===== src/rtl/gpe_pkg.sv =====
package gpe_pkg;

    localparam int STORE_DEPTH_DEF = 35;

    localparam int LIMIT_W = 21;
    localparam logic [LIMIT_W-1:0] TIMEOUT_RESET = 21'd2000000;

    // Characters
    localparam logic [7:0] CH_G    = 8'h47;
    localparam logic [7:0] CH_A    = 8'h41;
    localparam logic [7:0] CH_STAR = 8'h2A;
    localparam logic [7:0] CH_N    = 8'h4E;
    localparam logic [7:0] CH_E    = 8'h45;
    localparam logic [31:0] ASCII_ZERO = 32'd48;

    // 60 minutes * 1e4 per degree, 1e4 per minute
    localparam logic [31:0] DEG_SCALE = 32'd600000;
    localparam logic [31:0] MIN_SCALE = 32'd10000;

    // Sentence positions that feed the decode, in snapshot order.
    localparam int NUM_KEPT = 19;
    localparam int KEPT_POS [NUM_KEPT] = '{
        11, 12, 13, 14, 16, 17, 18, 19, 21,
        23, 24, 25, 26, 27, 29, 30, 31, 32, 34
    };

    // Snapshot slot indexes
    localparam int LAT_DEG0 = 0;
    localparam int LAT_MIN0 = 2;
    localparam int LAT_FRC0 = 4;
    localparam int LAT_HEMI = 8;
    localparam int LON_DEG0 = 9;
    localparam int LON_MIN0 = 12;
    localparam int LON_FRC0 = 14;
    localparam int LON_HEMI = 18;

    typedef logic [NUM_KEPT-1:0][7:0] snap_t;

    // Parser -> decode
    typedef struct packed {
        logic  vld;
        logic  timeout;
        snap_t snap;
    } event_t;

    // Decode -> output stage
    typedef struct packed {
        logic        vld;
        logic        timeout;
        logic        lat_neg;
        logic        lon_neg;
        logic [31:0] lat_mag;
        logic [31:0] lon_mag;
    } pre_res_t;

    function automatic logic [31:0] digit(input logic [7:0] b);
        return {24'd0, b} - ASCII_ZERO;
    endfunction

endpackage


===== src/rtl/gpe_ifs.sv =====
interface gpe_byte_if;
    logic       valid;
    logic       ready;
    logic [7:0] rx_byte;

    modport source (output valid, output rx_byte, input ready);
    modport sink   (input valid, input rx_byte, output ready);
endinterface

interface gpe_res_if;
    logic               valid;
    logic               ready;
    logic               status;
    logic signed [31:0] latitude;
    logic signed [31:0] longitude;

    modport source (output valid, output status, output latitude, output longitude,
                    input ready);
    modport sink   (input valid, input status, input latitude, input longitude,
                    output ready);
endinterface

interface gpe_cfg_if;
    logic        valid;
    logic        ready;
    logic [20:0] timeout_limit;

    modport source (output valid, output timeout_limit, input ready);
    modport sink   (input valid, input timeout_limit, output ready);
endinterface


===== src/rtl/gpe_parser.sv =====
module gpe_parser #(
    parameter int STORE_DEPTH = gpe_pkg::STORE_DEPTH_DEF
) (
    input  logic                        clk,
    input  logic                        rst_n,
    input  logic                        adv,
    input  logic                        byte_vld,
    input  logic [7:0]                  byte_in,
    input  logic [gpe_pkg::LIMIT_W-1:0] limit,
    output gpe_pkg::event_t             ev
);

    localparam int POS_W = $clog2(STORE_DEPTH + 1);
    localparam logic [1:0] STEP_LAST = 2'd2;
    localparam logic [gpe_pkg::LIMIT_W-1:0] ATT_ONE = {{(gpe_pkg::LIMIT_W-1){1'b0}}, 1'b1};

    typedef enum logic [2:0] {
        PH_SEARCH = 3'b001,
        PH_DROP   = 3'b010,
        PH_STORE  = 3'b100
    } phase_t;

    phase_t                      phase_reg, phase_next;
    logic [1:0]                  step_reg, step_next;
    logic [gpe_pkg::LIMIT_W-1:0] att_reg, att_next, att_inc;
    logic [POS_W-1:0]            pos_reg, pos_next;
    logic [7:0]                  kept_reg [gpe_pkg::NUM_KEPT];
    logic [gpe_pkg::NUM_KEPT-1:0] hit;
    gpe_pkg::snap_t              snap;
    gpe_pkg::event_t             ev_reg;
    logic                        step_en;
    logic                        wr_en;
    logic                        fire;
    logic                        timeout;
    logic [7:0]                  want;

    assign step_en = adv && byte_vld;
    assign att_inc = att_reg + ATT_ONE;
    assign want    = (step_reg == STEP_LAST) ? gpe_pkg::CH_A : gpe_pkg::CH_G;

    always_comb
    begin
        phase_next = phase_reg;
        step_next  = step_reg;
        att_next   = att_reg;
        pos_next   = pos_reg;
        wr_en      = 1'b0;
        fire       = 1'b0;
        timeout    = 1'b0;
        case (phase_reg)
            PH_SEARCH:
            begin
                if (byte_in == want)
                begin
                    if (step_reg == STEP_LAST)
                    begin
                        phase_next = PH_DROP;
                        step_next  = 2'd0;
                        pos_next   = '0;
                    end
                    else
                    begin
                        step_next = step_reg + 2'd1;
                    end
                end
                else
                begin
                    // failed attempt, no resync
                    step_next = 2'd0;
                    att_next  = att_inc;
                    if (att_inc >= limit)
                    begin
                        fire    = 1'b1;
                        timeout = 1'b1;
                    end
                end
            end
            PH_DROP:
            begin
                if (byte_in == gpe_pkg::CH_STAR)
                    fire = 1'b1;
                else
                    phase_next = PH_STORE;
            end
            PH_STORE:
            begin
                if (pos_reg < POS_W'(STORE_DEPTH))
                begin
                    wr_en    = 1'b1;
                    pos_next = pos_reg + POS_W'(1);
                end
                if (byte_in == gpe_pkg::CH_STAR)
                    fire = 1'b1;
            end
            default:
            begin
                phase_next = PH_SEARCH;
                step_next  = 2'd0;
                att_next   = '0;
                pos_next   = '0;
            end
        endcase
        if (fire)
        begin
            phase_next = PH_SEARCH;
            step_next  = 2'd0;
            att_next   = '0;
            pos_next   = '0;
        end
    end

    // Snapshot sees the byte written this beat (the closing '*' may land in a field).
    for (genvar i = 0; i < gpe_pkg::NUM_KEPT; i++)
    begin : g_kept
        assign hit[i]  = wr_en && (pos_reg == POS_W'(gpe_pkg::KEPT_POS[i]));
        assign snap[i] = hit[i] ? byte_in : kept_reg[i];

        always_ff @(posedge clk or negedge rst_n)
        begin
            if (!rst_n)
                kept_reg[i] <= 8'd0;
            else if (step_en && hit[i])
                kept_reg[i] <= byte_in;
        end
    end

    always_ff @(posedge clk or negedge rst_n)
    begin
        if (!rst_n)
        begin
            phase_reg <= PH_SEARCH;
            step_reg  <= 2'd0;
            att_reg   <= '0;
            pos_reg   <= '0;
        end
        else if (step_en)
        begin
            phase_reg <= phase_next;
            step_reg  <= step_next;
            att_reg   <= att_next;
            pos_reg   <= pos_next;
        end
    end

    always_ff @(posedge clk or negedge rst_n)
    begin
        if (!rst_n)
            ev_reg <= '0;
        else if (adv)
        begin
            ev_reg.vld     <= step_en && fire;
            ev_reg.timeout <= timeout;
            ev_reg.snap    <= snap;
        end
    end

    assign ev = ev_reg;

endmodule


===== src/rtl/gpe_decode.sv =====
module gpe_decode (
    input  logic               clk,
    input  logic               rst_n,
    input  logic               adv,
    input  gpe_pkg::event_t    ev,
    output gpe_pkg::pre_res_t  pre
);

    // Stage A: digit groups
    logic        a_vld_reg, a_to_reg, a_lat_neg_reg, a_lon_neg_reg;
    logic [31:0] lat_deg_reg, lat_min_reg, lat_frc_reg;
    logic [31:0] lon_deg_reg, lon_min_reg, lon_frc_reg;
    logic [31:0] lat_deg, lat_min, lat_frc, lon_deg, lon_min, lon_frc;

    // Stage B: scaled sums
    gpe_pkg::pre_res_t pre_reg;

    always_comb
    begin
        lat_deg = gpe_pkg::digit(ev.snap[gpe_pkg::LAT_DEG0]) * 32'd10
                + gpe_pkg::digit(ev.snap[gpe_pkg::LAT_DEG0+1]);
        lat_min = gpe_pkg::digit(ev.snap[gpe_pkg::LAT_MIN0]) * 32'd10
                + gpe_pkg::digit(ev.snap[gpe_pkg::LAT_MIN0+1]);
        lat_frc = gpe_pkg::digit(ev.snap[gpe_pkg::LAT_FRC0]) * 32'd1000
                + gpe_pkg::digit(ev.snap[gpe_pkg::LAT_FRC0+1]) * 32'd100
                + gpe_pkg::digit(ev.snap[gpe_pkg::LAT_FRC0+2]) * 32'd10
                + gpe_pkg::digit(ev.snap[gpe_pkg::LAT_FRC0+3]);
        lon_deg = gpe_pkg::digit(ev.snap[gpe_pkg::LON_DEG0]) * 32'd100
                + gpe_pkg::digit(ev.snap[gpe_pkg::LON_DEG0+1]) * 32'd10
                + gpe_pkg::digit(ev.snap[gpe_pkg::LON_DEG0+2]);
        lon_min = gpe_pkg::digit(ev.snap[gpe_pkg::LON_MIN0]) * 32'd10
                + gpe_pkg::digit(ev.snap[gpe_pkg::LON_MIN0+1]);
        lon_frc = gpe_pkg::digit(ev.snap[gpe_pkg::LON_FRC0]) * 32'd1000
                + gpe_pkg::digit(ev.snap[gpe_pkg::LON_FRC0+1]) * 32'd100
                + gpe_pkg::digit(ev.snap[gpe_pkg::LON_FRC0+2]) * 32'd10
                + gpe_pkg::digit(ev.snap[gpe_pkg::LON_FRC0+3]);
    end

    always_ff @(posedge clk or negedge rst_n)
    begin
        if (!rst_n)
            a_vld_reg <= 1'b0;
        else if (adv)
            a_vld_reg <= ev.vld;
    end

    always_ff @(posedge clk)
    begin
        if (adv)
        begin
            a_to_reg      <= ev.timeout;
            a_lat_neg_reg <= (ev.snap[gpe_pkg::LAT_HEMI] != gpe_pkg::CH_N);
            a_lon_neg_reg <= (ev.snap[gpe_pkg::LON_HEMI] != gpe_pkg::CH_E);
            lat_deg_reg   <= lat_deg;
            lat_min_reg   <= lat_min;
            lat_frc_reg   <= lat_frc;
            lon_deg_reg   <= lon_deg;
            lon_min_reg   <= lon_min;
            lon_frc_reg   <= lon_frc;
        end
    end

    always_ff @(posedge clk or negedge rst_n)
    begin
        if (!rst_n)
            pre_reg <= '0;
        else if (adv)
        begin
            pre_reg.vld     <= a_vld_reg;
            pre_reg.timeout <= a_to_reg;
            pre_reg.lat_neg <= a_lat_neg_reg;
            pre_reg.lon_neg <= a_lon_neg_reg;
            pre_reg.lat_mag <= lat_deg_reg * gpe_pkg::DEG_SCALE
                             + lat_min_reg * gpe_pkg::MIN_SCALE + lat_frc_reg;
            pre_reg.lon_mag <= lon_deg_reg * gpe_pkg::DEG_SCALE
                             + lon_min_reg * gpe_pkg::MIN_SCALE + lon_frc_reg;
        end
    end

    assign pre = pre_reg;

endmodule


===== src/rtl/gga_position_extractor.sv =====
// GGA position extractor.
// rx  : one received character per beat (rx_byte); accepted on valid && ready.
// res : one beat per decoded sentence or per search timeout. status 0 carries
//       latitude/longitude in 1e-4 arc minute (south/west negative); status 1
//       is a timeout and both coordinates read zero.
// cfg : timeout_limit write; always ready, write only while the block is idle.
// Throughput: one byte per cycle while rx.ready is high. The result of the byte
// that ends a sentence (or the failing byte) passes from the input register
// through the parse register, two decode stages and the output register to res.
// The whole pipeline moves together; rx.ready drops only while a result sits
// in the output register and res.ready is low, so no beat is lost or doubled.
// Reset: searching for "GGA", attempt count and position zero, stored sentence
// bytes zero, timeout_limit back to 2000000. Stored bytes are never cleared
// between sentences, so fields a short sentence leaves out decode from the
// previous sentence.
module gga_position_extractor #(
    parameter int STORE_DEPTH = gpe_pkg::STORE_DEPTH_DEF
) (
    input  logic        clk,
    input  logic        rst_n,
    gpe_byte_if.sink    rx,
    gpe_res_if.source   res,
    gpe_cfg_if.sink     cfg
);

    logic                        adv;
    logic                        byte_vld_reg;
    logic [7:0]                  byte_reg;
    logic [gpe_pkg::LIMIT_W-1:0] limit_reg;
    gpe_pkg::event_t             ev;
    gpe_pkg::pre_res_t           pre;

    logic                        out_vld_reg;
    logic                        out_status_reg;
    logic [31:0]                 out_lat_reg;
    logic [31:0]                 out_lon_reg;

    // Pipeline advances unless the output beat is stalled.
    assign adv      = !out_vld_reg || res.ready;
    assign rx.ready = adv;

    // Configuration: single register, always accepted.
    assign cfg.ready = 1'b1;

    always_ff @(posedge clk or negedge rst_n)
    begin
        if (!rst_n)
            limit_reg <= gpe_pkg::TIMEOUT_RESET;
        else if (cfg.valid)
            limit_reg <= cfg.timeout_limit;
    end

    // Input register
    always_ff @(posedge clk or negedge rst_n)
    begin
        if (!rst_n)
            byte_vld_reg <= 1'b0;
        else if (adv)
            byte_vld_reg <= rx.valid;
    end

    always_ff @(posedge clk)
    begin
        if (adv && rx.valid)
            byte_reg <= rx.rx_byte;
    end

    // Sentence scanner and field store
    gpe_parser #(
        .STORE_DEPTH (STORE_DEPTH)
    ) u_parser (
        .clk      (clk),
        .rst_n    (rst_n),
        .adv      (adv),
        .byte_vld (byte_vld_reg),
        .byte_in  (byte_reg),
        .limit    (limit_reg),
        .ev       (ev)
    );

    // Digit-to-value arithmetic
    gpe_decode u_decode (
        .clk   (clk),
        .rst_n (rst_n),
        .adv   (adv),
        .ev    (ev),
        .pre   (pre)
    );

    // Output register: apply hemisphere sign, zero coordinates on timeout.
    always_ff @(posedge clk or negedge rst_n)
    begin
        if (!rst_n)
            out_vld_reg <= 1'b0;
        else if (adv)
            out_vld_reg <= pre.vld;
    end

    always_ff @(posedge clk)
    begin
        if (adv && pre.vld)
        begin
            out_status_reg <= pre.timeout;
            out_lat_reg    <= pre.timeout ? 32'd0 :
                              (pre.lat_neg ? (32'd0 - pre.lat_mag) : pre.lat_mag);
            out_lon_reg    <= pre.timeout ? 32'd0 :
                              (pre.lon_neg ? (32'd0 - pre.lon_mag) : pre.lon_mag);
        end
    end

    assign res.valid     = out_vld_reg;
    assign res.status    = out_status_reg;
    assign res.latitude  = $signed(out_lat_reg);
    assign res.longitude = $signed(out_lon_reg);

endmodule


===== src/flat_wrapper.sv =====
// flat-port wrapper written by rule: the top's interface ports become plain ports
module gga_position_extractor_flat 
#(
    parameter int STORE_DEPTH = gpe_pkg::STORE_DEPTH_DEF
)
  (clk, rst_n, rx_valid, rx_rx_byte, rx_ready, res_valid, res_status, res_latitude, res_longitude, res_ready, cfg_valid, cfg_timeout_limit, cfg_ready);
  gpe_byte_if rx_i ();
  gpe_res_if res_i ();
  gpe_cfg_if cfg_i ();
  input  logic clk;
  input  logic rst_n;
  input wire logic [$bits(rx_i.valid)-1:0] rx_valid;
  input wire logic [$bits(rx_i.rx_byte)-1:0] rx_rx_byte;
  output wire logic [$bits(rx_i.ready)-1:0] rx_ready;
  output wire logic [$bits(res_i.valid)-1:0] res_valid;
  output wire logic [$bits(res_i.status)-1:0] res_status;
  output wire logic [$bits(res_i.latitude)-1:0] res_latitude;
  output wire logic [$bits(res_i.longitude)-1:0] res_longitude;
  input wire logic [$bits(res_i.ready)-1:0] res_ready;
  input wire logic [$bits(cfg_i.valid)-1:0] cfg_valid;
  input wire logic [$bits(cfg_i.timeout_limit)-1:0] cfg_timeout_limit;
  output wire logic [$bits(cfg_i.ready)-1:0] cfg_ready;
  assign rx_i.valid = rx_valid;
  assign rx_i.rx_byte = rx_rx_byte;
  assign rx_ready = rx_i.ready;
  assign res_valid = res_i.valid;
  assign res_status = res_i.status;
  assign res_latitude = res_i.latitude;
  assign res_longitude = res_i.longitude;
  assign res_i.ready = res_ready;
  assign cfg_i.valid = cfg_valid;
  assign cfg_i.timeout_limit = cfg_timeout_limit;
  assign cfg_ready = cfg_i.ready;
  gga_position_extractor #(.STORE_DEPTH(STORE_DEPTH)) u_core (.clk(clk), .rst_n(rst_n), .rx(rx_i), .res(res_i), .cfg(cfg_i));
endmodule

===== config.mk =====
export PLATFORM = sky130hd
export DESIGN_NAME = gga_position_extractor_flat
export DESIGN_NICKNAME = d
export VERILOG_FILES = /design/src/rtl/gpe_pkg.sv /design/src/rtl/gpe_ifs.sv /design/src/rtl/gpe_parser.sv /design/src/rtl/gpe_decode.sv /design/src/rtl/gga_position_extractor.sv /design/src/flat_wrapper.sv
export SDC_FILE = /design/constraint.sdc
export NUM_CORES = 2
export LEC_CHECK = 0
export BUFFER_PORTS_ARGS = -buffer_cell sky130_fd_sc_hd__buf_2
export CAP_MARGIN = 40
export CORE_ASPECT_RATIO = 1.2
export CORE_MARGIN = 5
export CORE_UTILIZATION = 44
export CTS_CLUSTER_SIZE = 40
export DETAILED_ROUTE_END_ITERATION = 16
export PLACE_DENSITY = 0.56
export SLEW_MARGIN = 40
export SYNTH_ARGS = -nofsm -noshare
export SYNTH_HDL_FRONTEND = slang
export SYNTH_SLANG_ARGS = --single-unit
export TNS_END_PERCENT = 10

===== constraint.sdc =====
create_clock -name clk -period 12.9 [get_ports clk]
set_clock_uncertainty 0.05 [all_clocks]
set_input_delay 2.58 -clock clk [delete_from_list [all_inputs] [get_ports clk]]
set_output_delay 2.58 -clock clk [all_outputs]
set_load 0.01 [all_outputs]

==> results summary <==
The run finished with clean final reports. In this run the core area contains 156 standard-cell rows. The detailed router finished its first iteration with 1866 violations. STA puts the critical path data arrival time at 9.07 ns. For this run, asynchronously set or reset flops after synthesis account for 63.4%. The number of endpoints failing setup at the final stage came out at 0. The area enclosed by the die boundary came out at 159000 um2. The post-cts resize count is 0. The data required time of the critical path came out at 13.29 ns. The netlist uses 77 different library cells. The TritonCTS buffer count is 80. The slowest stage of the critical path belongs to the cell xnor2_1. The worst setup path is captured at a register. The synthesized design contains approximately 680 register bits.

The register with the most flip-flops in the layout has between 150 and 200 of them. For this run, design rule violations remaining after detail routing come to 0. Along the worst path, the maximum fanout reaches 7. The post-synthesis area per instance came out at 9.89 um2. The clock edge transition at the registers on the reported setup and hold paths is ~0.060 ns. The post-CTS setup buffer count came out at 0.

The buffer depth of the longest clock path came out at 3. The placeable core region is 150000 um2. The summed instance area of the synthesized netlist came out at between 60000 and 70000 um2.

The placer's final routability congestion estimate came out at a little under 0.9. The die outline width is 365 um. The pin count of the biggest net entering global routing came out at 145. The wire length per cell after detailed routing came out at around 17 um.

The count of max-cap constraint violations is 0. The post-route netlist has under 10% of its cells at a drive strength greater than 1. The worst pin sits at a relative slew slack of 46.1%.

The commonest cells after synthesis are inv_1, ha_1, fa_1, nand2_1, dfrtp_1. The initial antenna violation count came out at 1. The number of ports placed on the die boundary came out at between 100 and 150. The via count is 45108.

The number of global-route vias before repair came out at 46605. The final wirelength is 154000 um. The delay of the slowest cell on the worst path came out at around 0.64 ns. The post-detailed-route count of antenna-violating nets came out at 0. The count of synthesis-stage warnings from yosys came out at 0. In the final timing run, aggregate negative setup slack is 0 ns. The first global-routing pass estimated 249000 um of wire.

The total routing usage reported by global routing is 19.5%. The number of nets in the synthesized netlist is 8159. By area the synthesized netlist is led by fa_1, dfrtp_1, ha_1. The dominant cell type by count on the critical path is fa_1. The transition at the pin with the smallest max-transition slack came out at 0.806 ns. The relative area change from synthesis to final layout is 8.60%. The latest clock arrival within the worst-skew pair is 0.68 ns. The fraction of post-synthesis cell area in the top cell type by area is 18.2%.

The number of clock sinks seen by CTS is around 680. The cts-stage hold buffer count is 0. For this run the aggregate overflow at the end of global routing stands at 0. The post-layout net count came out at 8238. TritonCTS built the clock tree.

After detailed routing, the number of vias per cell comes to 5.10. The cell count after synthesis is 6728. The first-pass iteration count of the detailed router came out at 6. The element type at the critical path start is a register. The number of diodes added for antenna fixing came out at 0. Setup repair after global routing left no endpoint under its margin. In the finished design, the share of the clock period the worst path needs comes to about two thirds.

The final HPWL from detailed placement came out at 125000 um. Yosys instantiated no cell more often than inv_1. The starting density of the core is 44.2%. The final count of hold timing violations is 0. The minimum clock period after layout is 8.69 ns. The setup path with the least slack is of type reg2reg. The most instantiated flip-flop cell in the synthesis netlist is dfrtp_1. The final-report max-slew violation count is 0.

The cell sitting at the root of the clock tree is a clkbuf_16. The count of flip-flops with a built-in enable after synthesis is 248. fa_1 takes more of the synthesized area than any other cell. The type of the most critical hold path is reg2reg.

The maximum level of the CTS H-tree came out at 3. The number of buffers added on ports is 100. The register area share after synthesis is 27.4%. The die is 436 um tall. For this run, the top clock speed supported by timing is 115 MHz.
[logic make-up (layout without fill, tap and decap cells)]
logic type | count (synthesis) | count (layout) | synth area share (%)
other cells | 1 | 1 | 0.00564
compound gates | 1161 | 1161 | 10.7
fa+ha+maj | 1397 | 1397 | 33.1
xor+xnor | 573 | 573 | 7.56
mux | 315 | 315 | 5.03
flops | 678 | 678 | 27.4
simple gates | 1221 | 1221 | 8.41
buf+inv | 1382 | 1525 | 7.80
[layout make-up]
class | count | area [um2]
Clock inverter | 30 | 420
Clock buffer | 116 | 2310
Timing Repair Buffer | 145 | 951
Tap cell | 1975 | 2470
Inverter | 1234 | 4640
Multi-Input combinational cell | 4668 | 43200
Sequential cell | 678 | 18200
Fill cell | 14086 | 78200
[cells in the final DEF, fill, tap and decap left out, types with 51 or more instances in the layout]
cell	netlist	final
inv_1	1231	1231
edfxtp_1	248	248
nor3_1	62	53
dfrtp_1	422	420
o21ai_0	389	389
a21o_1	148	147
xnor2_1	345	342
ha_1	792	792
clkbuf_16	0	83
nor2_1	309	309
nand2_1	484	484
nor2b_1	52	51
nand3_1	73	73
and2_1	52	51
xor2_1	227	225
o21a_1	58	58
mux2_2	154	154
a21oi_1	296	296
buf_2	0	99
mux2i_1	161	161
fa_1	605	605
[critical path, delay by kind of cell (launching register included)]
kind	cells	cell delay (ns)
simple gates	3	0.67
xor+xnor	3	0.91
compound gates	11	2.50
fa+ha+maj	9	3.67
buf+inv	3	0.14
flops	1	0.47
[worst paths after layout]
check,cells after the start,slack [ns],to,startpoint
setup / recovery,29,4.21,u_core.u_decode.lat_frc_reg[30]$_DFFE_PN_,u_core.u_parser.ev[37]$_DFFE_PN0N_
hold / removal,2,0.38,u_core.u_decode.pre[3]$_DFFE_PN0N_,u_core.u_decode.lon_frc_reg[3]$_DFFE_PN_
setup reg to reg,29,4.21,u_core.u_decode.lat_frc_reg[30]$_DFFE_PN_,u_core.u_parser.ev[37]$_DFFE_PN0N_
hold reg to reg,2,0.38,u_core.u_decode.pre[3]$_DFFE_PN0N_,u_core.u_decode.lon_frc_reg[3]$_DFFE_PN_
max in group asynchronous,4,9.18,u_core.u_decode.pre[17]$_DFFE_PN0N_,rst_n
min in group asynchronous,1,1.69,u_core.limit_reg[0]$_DFFE_PN0P_,rst_n
[routing by layer]
layer / share of wire [%] / routed length (um) / vias to the layer above / global-route usage [%]
met3: 2.5 / 3780 / 198 / 2.06
met4: 3.5 / 5380 / 0 / 6.51
li1: - / - / 22312 / -
met2: 52 / 80200 / 448 / 35.8
met1: 42 / 64700 / 22150 / 23.9
met5: 0 / 0 / - / 0
[per-stage QoR]
step                utilization, %  std cells  hold WS, ns  worst slack [ns]  area, um2
floorplan                        -       6728        0.372              2.25      66500
detailed placement            46.1       8698        0.380              4.23      69400
finish                        48.0       8846        0.380              4.21      72300
CTS                           48.0       8844        0.384              4.21      72200
global placement              46.1       8697        0.378              4.36      69400
global route                  48.0       8846        0.413              3.58      72300
Power is left out: the tool's default activity adds up to more than one toggle a clock period on the data nets, which glitch-free logic cannot reach.
